**src/rtl/core/odo_pkg.sv**
```systemverilog
// Shared types, constants and helper functions for the wheel odometry core.
package odo_pkg;

	localparam int unsigned DIV_NUM_W = 61;
	localparam int unsigned DIV_DEN_W = 48;

	localparam logic [29:0] TURN_TO_BAM  = 30'd683565276;
	localparam logic [23:0] INV_GAIN_Q24 = 24'd10188012;
	localparam logic [19:0] USEC_PER_SEC = 20'd1000000;

	localparam logic [15:0] LEFT_RADIUS_RST   = 16'd2163;
	localparam logic [15:0] RIGHT_RADIUS_RST  = 16'd2163;
	localparam logic [17:0] TRACK_WIDTH_RST   = 18'd11141;
	localparam logic [15:0] CENTER_OFFSET_RST = 16'd0;

	typedef enum logic [1:0] {
		REG_LEFT_RADIUS   = 2'd0,
		REG_RIGHT_RADIUS  = 2'd1,
		REG_TRACK_WIDTH   = 2'd2,
		REG_CENTER_OFFSET = 2'd3
	} reg_index_t;

	typedef struct packed {
		logic                        start;
		logic signed [DIV_NUM_W-1:0] num;
		logic [DIV_DEN_W-1:0]        den;
	} div_req_t;

	typedef struct packed {
		logic                        done;
		logic signed [DIV_NUM_W-1:0] quo;
	} div_rsp_t;

	localparam logic [31:0] ATAN_BAM [32] = '{
		32'd536870912, 32'd316933406, 32'd167458907, 32'd85004756, 32'd42667331,
		32'd21354465, 32'd10679838, 32'd5340245, 32'd2670163, 32'd1335087,
		32'd667544, 32'd333772, 32'd166886, 32'd83443, 32'd41722, 32'd20861,
		32'd10430, 32'd5215, 32'd2608, 32'd1304, 32'd652, 32'd326, 32'd163,
		32'd81, 32'd41, 32'd20, 32'd10, 32'd5, 32'd3, 32'd1, 32'd1, 32'd0
	};

	function automatic logic signed [31:0] sat32(input logic signed [63:0] v);
		logic signed [31:0] r;
		if (v > 64'sh7FFF_FFFF) begin
			r = 32'sh7FFF_FFFF;
		end else if (v < -64'sh8000_0000) begin
			r = 32'sh8000_0000;
		end else begin
			r = v[31:0];
		end
		return r;
	endfunction

	// Clamp to plus or minus 2^38.
	function automatic logic signed [39:0] clamp38(input logic signed [63:0] v);
		logic signed [39:0] r;
		if (v > 64'sh40_0000_0000) begin
			r = 40'sh40_0000_0000;
		end else if (v < -64'sh40_0000_0000) begin
			r = -40'sh40_0000_0000;
		end else begin
			r = v[39:0];
		end
		return r;
	endfunction

endpackage

```
**src/rtl/core/odo_div.sv**
```systemverilog
// Bit-serial signed divider, truncating toward zero, one quotient bit a cycle.
module odo_div (
	input  logic                clk,
	input  logic                arst_n,
	input  odo_pkg::div_req_t   req,
	output odo_pkg::div_rsp_t   rsp
);
	localparam int unsigned MW = odo_pkg::DIV_NUM_W - 1;
	localparam int unsigned DW = odo_pkg::DIV_DEN_W;

	logic          busy_q;
	logic          done_q;
	logic          neg_q;
	logic [5:0]    cnt_q;
	logic [MW-1:0] acc_q;
	logic [DW:0]   rem_q;
	logic [DW-1:0] den_q;

	logic [DW:0]   trial;
	logic          fits;
	logic [MW-1:0] mag;

	assign mag   = req.num[MW] ? MW'(-req.num) : req.num[MW-1:0];
	assign trial = {rem_q[DW-1:0], acc_q[MW-1]};
	assign fits  = trial >= {1'b0, den_q};

	always_ff @(posedge clk or negedge arst_n) begin
		if (!arst_n) begin
			busy_q <= 1'b0;
			done_q <= 1'b0;
			cnt_q  <= '0;
		end else begin
			done_q <= 1'b0;
			if (req.start) begin
				busy_q <= 1'b1;
				cnt_q  <= '0;
			end else if (busy_q) begin
				cnt_q <= cnt_q + 6'd1;
				if (cnt_q == 6'(MW - 1)) begin
					busy_q <= 1'b0;
					done_q <= 1'b1;
				end
			end
		end
	end

	always_ff @(posedge clk) begin
		if (req.start) begin
			neg_q <= req.num[MW];
			acc_q <= mag;
			rem_q <= '0;
			den_q <= req.den;
		end else if (busy_q) begin
			rem_q <= fits ? trial - {1'b0, den_q} : trial;
			acc_q <= {acc_q[MW-2:0], fits};
		end
	end

	assign rsp.done = done_q;
	assign rsp.quo  = neg_q ? -$signed({1'b0, acc_q}) : $signed({1'b0, acc_q});

endmodule

```
**config.mk**
```make
export PLATFORM = sky130hd
export DESIGN_NAME = odo_div
export DESIGN_NICKNAME = d
export VERILOG_FILES = /design/src/rtl/core/odo_pkg.sv /design/src/rtl/core/odo_div.sv
export SDC_FILE = /design/constraint.sdc
export NUM_CORES = 1
export LEC_CHECK = 0
export BUFFER_PORTS_ARGS = -buffer_cell sky130_fd_sc_hd__buf_2
export CAP_MARGIN = 5
export CORE_UTILIZATION = 50
export CTS_BUF_LIST = sky130_fd_sc_hd__clkbuf_8
export CTS_CLUSTER_DIAMETER = 80
export CTS_CLUSTER_SIZE = 14
export DETAILED_ROUTE_END_ITERATION = 8
export HOLD_SLACK_MARGIN = 0.12
export PLACE_DENSITY = 0.8
export SETUP_SLACK_MARGIN = 0.05
export SLEW_MARGIN = 20
export SYNTH_ARGS = -nofsm -noshare
export SYNTH_HDL_FRONTEND = slang
export SYNTH_SLANG_ARGS = --single-unit
```
**constraint.sdc**
```tcl
create_clock -name clk -period 6.3 [get_ports clk]
set_input_delay 0.315 -clock clk [delete_from_list [all_inputs] [get_ports clk]]
set_output_delay 0.315 -clock clk [all_outputs]
set_load 0.1 [all_outputs]
```
# After elaboration in Yosys (flattened, before gate mapping)
# Cells that the tools add are included.
[word_totals] regBits=165 inputBits=112 wordCells=27
[op_classes] n_addsub=4 n_lt_le_gt_ge=1 n_eq_ne=1 muxes=13 reduce_logical=1
[op_table] op="60-bit two-way mux" n=3
[op_table] op="61-bit two-way mux" n=1
[op_table] op="60-bit negator with 61-bit output" n=1
[op_table] op="60-bit negator" n=1
[op_table] op="49-bit by 48-bit >= comparator with 1-bit output" n=1
[op_table] op="48-bit two-way mux" n=1
[op_table] op="48-bit subtractor" n=1
[op_table] op="6-bit two-way mux" n=2
[op_table] op="6-bit by 1-bit adder with 6-bit output, second input constant" n=1
[op_table] op="6-bit == test, second input constant" n=1
[op_table] op="1-bit two-way mux" n=6
[op_table] op="2-bit nonzero test" n=1

# Depth between registers and ports, before layout
[logic_depth] word_depth=4 mapped_depth=14 mapped_depth_nobuf=12

# Worst setup path after synthesis
# Ideal clock, no wire load.
[synth_path] path_type="reg-to-output" startpoint="reg acc_q[9]" endpoint="out rsp[53] (netlist name)" t_arrival_ps=3744 required_ps=5985 slack_ps=2241 path_stages_with_launch=11 path_buffers=1 cell_sequence="edfxtp_1 -> or4_4 -> or4_1 -> or3_4 -> nand2b_4 -> nand2b_1 -> or2_1 -> nand2b_1 -> buf_2 -> o31ai_1 -> xnor2_1"
[synth_rtl] item="start: declaration" line="odo_div.sv:15" text="logic [MW-1:0] acc_q;"
[synth_rtl] item="start signal: assignment" line="odo_div.sv:50" text="acc_q <= mag;"
[synth_rtl] item="start signal: assignment" line="odo_div.sv:55" text="acc_q <= {acc_q[MW-2:0], fits};"
[synth_rtl] item="end: declaration" line="odo_div.sv:6" text="output odo_pkg::div_rsp_t rsp"

==> results.toml <==
[drt]
postRouteAntennaNets = 0
drcViolationCount = 0
num_vias = 10983
routed_wl_um = 31250
first_iter_violations = 1105
routedWlPerCell_um = 16.78
drt_pre_antenna_iters = 5
vias_per_cell = 5.898

[setup_path]
cp-endpoint = "rsp[49]"
crit_fanout = 8
worstRegToRegCells = 11
cp_num_cells = 10
cpPeakStageDelay_ps = 540
worstPathArrival_ps = 4270
crit_slowest_cell = "or4_4"
endpoint_kind = "output port"
critical_path.cell_chain = "or4_4 > or4_1 > or3_4 > nand2b_4 > nand2b_1 > or2_1 > nand2b_1 > o31ai_1 > xnor2_1 > buf_2"
cpMostUsedCell = "nand2b_1"
critPathLaunch = "acc_q[7]"
worstReg2RegStart = "den_q[26]"
crit_buf_inv = 1
r2r_slack_ps = 1840
cpLargestDelayFamily = "simple AND/OR/NAND/NOR gates"
worst_setup_path_start_kind = "flop"
rr_endpoint = "rem_q[43]"
path_class = "flop to output port"
cp.required_ps = 5980

[die]
start_util = 0.5150
rows = 55
core_area_mm2 = 0.02292
die_height_um = 155.6
die-width_um = 155.6
dieArea_mm2 = 0.02422
io_pins = 174

[synthesis]
synth-async-reset-ratio = 0.04848
synthCells = 1357
syn_area_mm2 = 0.01180
synth_edf_count = 109
ys_types = 69
ys.warnings.count = 0
avgSynthCellArea_um2 = 8.697
syn-num-nets = 1521
ys.flop_type = "edfxtp_1"
yosys_register_bits = 165
synth.yosys.seq_area_share = 0.3757

[cts]
post-cts-setup-buffers = 0
cts.clk_slew.worst_paths_ps = 100
insertion_delay_ps = 480
numCtsBuffers = 17
htreeDepth = 4
cts_tree = "done"
cts_buffer_depth = 2
clkSinkCount = 165
cts-root-buf = "clkbuf_8"

[timing]
setup_tns_ps = 0
skew_ps = 16.51
hold_viol_final = 0
fmax_ghz = 0.2183
tightest_slew_ps = 1025
period_minus_slack_ps = 4580
whs_ps = 202.1
slew_violations = 0
rsz0062_at_grt = "no"
setup_viol = 0
slew-limit-headroom = 0.3123
period_share = 0.7271

[finish]
fill_cells = 2033
drive_gt1_frac = 0.1504
antenna_cells = 0
regArea_mm2 = 0.004436
multi_input_area_mm2 = 0.006812
finalNonFillerCells = 1862
finish.utilization = 0.6003
layout_common_cells = "172 x buf_2, 155 x nor2_1, 129 x a21oi_1"
syn_to_final_growth_pct = 16.57
final_nets = 1700
final_common_cell = "buf_2"

[power_and_ir_drop]
leakage_nw = 5.547
power_mw = 5.156
powerDensity_mw_per_mm2 = 374.8
vdd_drop_max_uv = 175.4

[flow_run]
cap_violations = 0

[place]
io_buffers = 173
dp.cells = 1781
post-dp-hpwl_um = 22380
place.gp.congestion = 0.9664

[global_route]
grt_max_degree = 87
grt_util_all_layers = 0.2590
antenna_found_initial = 0
grt.overflow.total = 0
grt_first_pass_wirelength_um = 50430
grt_pass1_vias = 10351

[hold_path]
min_path_type = "input pin to asynchronous set/reset pin"

[status]
outcome = "complete, no violations"
## where the power goes
part | total [mW] | internal (mW) | switching, mW
registers | 1.58 | 1.38 | 0.197
logic | 2.74 | 0.894 | 1.85
clock network | 0.831 | 0.396 | 0.435
total | 5.16 | 2.67 | 2.48
## what timing repair did
action | 4_1_cts | 5_1_grt
hold endpoints to repair | 56 | 0
hold buffers | 49 | 0
gates resized for setup | 0 | 0
endpoints found under the setup margin | 0 | 0
## metrics by stage
stage                     cell area [um2]  worst slack [ps]
final                               13760              1720
after global routing                13760              1497
after CTS                           13760              1684
after detailed placement            12860              2126
after global placement              12860              2320
after floorplan                     11800              2241
## logic make-up (layout without fill, tap and decap cells)
family | Yosys count | count (layout) | share of synthesized area
adder cells (fa/ha/maj) | 52 | 52 | 0.05577
flip-flops | 165 | 165 | 0.3757
XOR/XNOR | 155 | 155 | 0.1150
multiplexers | 15 | 15 | 0.01283
AO/OA/AOI/OAI | 395 | 395 | 0.2122
AND/OR/NAND/NOR | 429 | 429 | 0.1808
buffers and inverters | 146 | 338 | 0.04771
## worst min-delay path by stage
stage / startpoint / to / depth (start not counted)
2_1_floorplan: arst_n / busy_q / 0
3_3_place_gp: arst_n / done_q / 1
3_5_place_dp: arst_n / done_q / 1
4_1_cts: arst_n / cnt_q[4] / 2
5_1_grt: arst_n / cnt_q[3] / 2
6_report: arst_n / cnt_q[3] / 2
## per-layer routing
layer | wire length, um | vias up | track usage
met2 | 14750 | 495 | 0.4354
met3 | 2287 | 73 | 0.04222
met1 | 13450 | 5076 | 0.3351
met5 | 0 | - | 0
met4 | 757 | 0 | 0.09477
li1 | - | 5339 | -
## cell type report
class                      count  area share
inverter                      76     0.02074
clock inverter                15     0.01282
sequential                   165      0.3224
clock buffer                  17     0.01701
multi-input combinational   1046      0.4951
timing repair buffer         230      0.1034
tap                          313     0.02847
## worst register-to-register path, cell delays in order (launching register included)
cell and delay, ps:
edfxtp_1 360, inv_1 50, ha_1 400, a21oi_1 260, o21ai_0 160, a21o_1 250, a2111oi_0 770, o211ai_1 300
nor2_4 700, inv_2 480, a221oi_1 370, o311ai_0 180
## cell usage after synthesis (15+ instances only)
master | number | area share
nor2_1 | 156 | 0.050
o41ai_1 | 18 | 0.013
clkbuf_1 | 60 | 0.019
or4_1 | 15 | 0.0095
o31ai_1 | 37 | 0.024
edfxtp_1 | 109 | 0.28
inv_1 | 75 | 0.024
xnor2_1 | 86 | 0.064
or3_1 | 27 | 0.014
nand4_1 | 27 | 0.014
a21oi_1 | 129 | 0.055
dfxtp_1 | 48 | 0.081
xor2_1 | 69 | 0.051
o21ai_0 | 79 | 0.034
nor3_1 | 22 | 0.0093
ha_1 | 51 | 0.054
a211oi_1 | 38 | 0.024
nand2_1 | 87 | 0.028
## flip-flops by register name, summed over array words and instances, names as in the netlist
| name | flops |
|---|---|
| acc_q | 60 |
| busy_q | 1 |
| cnt_q | 6 |
| den_q | 48 |
| done_q | 1 |
| neg_q | 1 |
| rem_q | 48 |
Note: power is estimated with default switching activity, not from simulation.
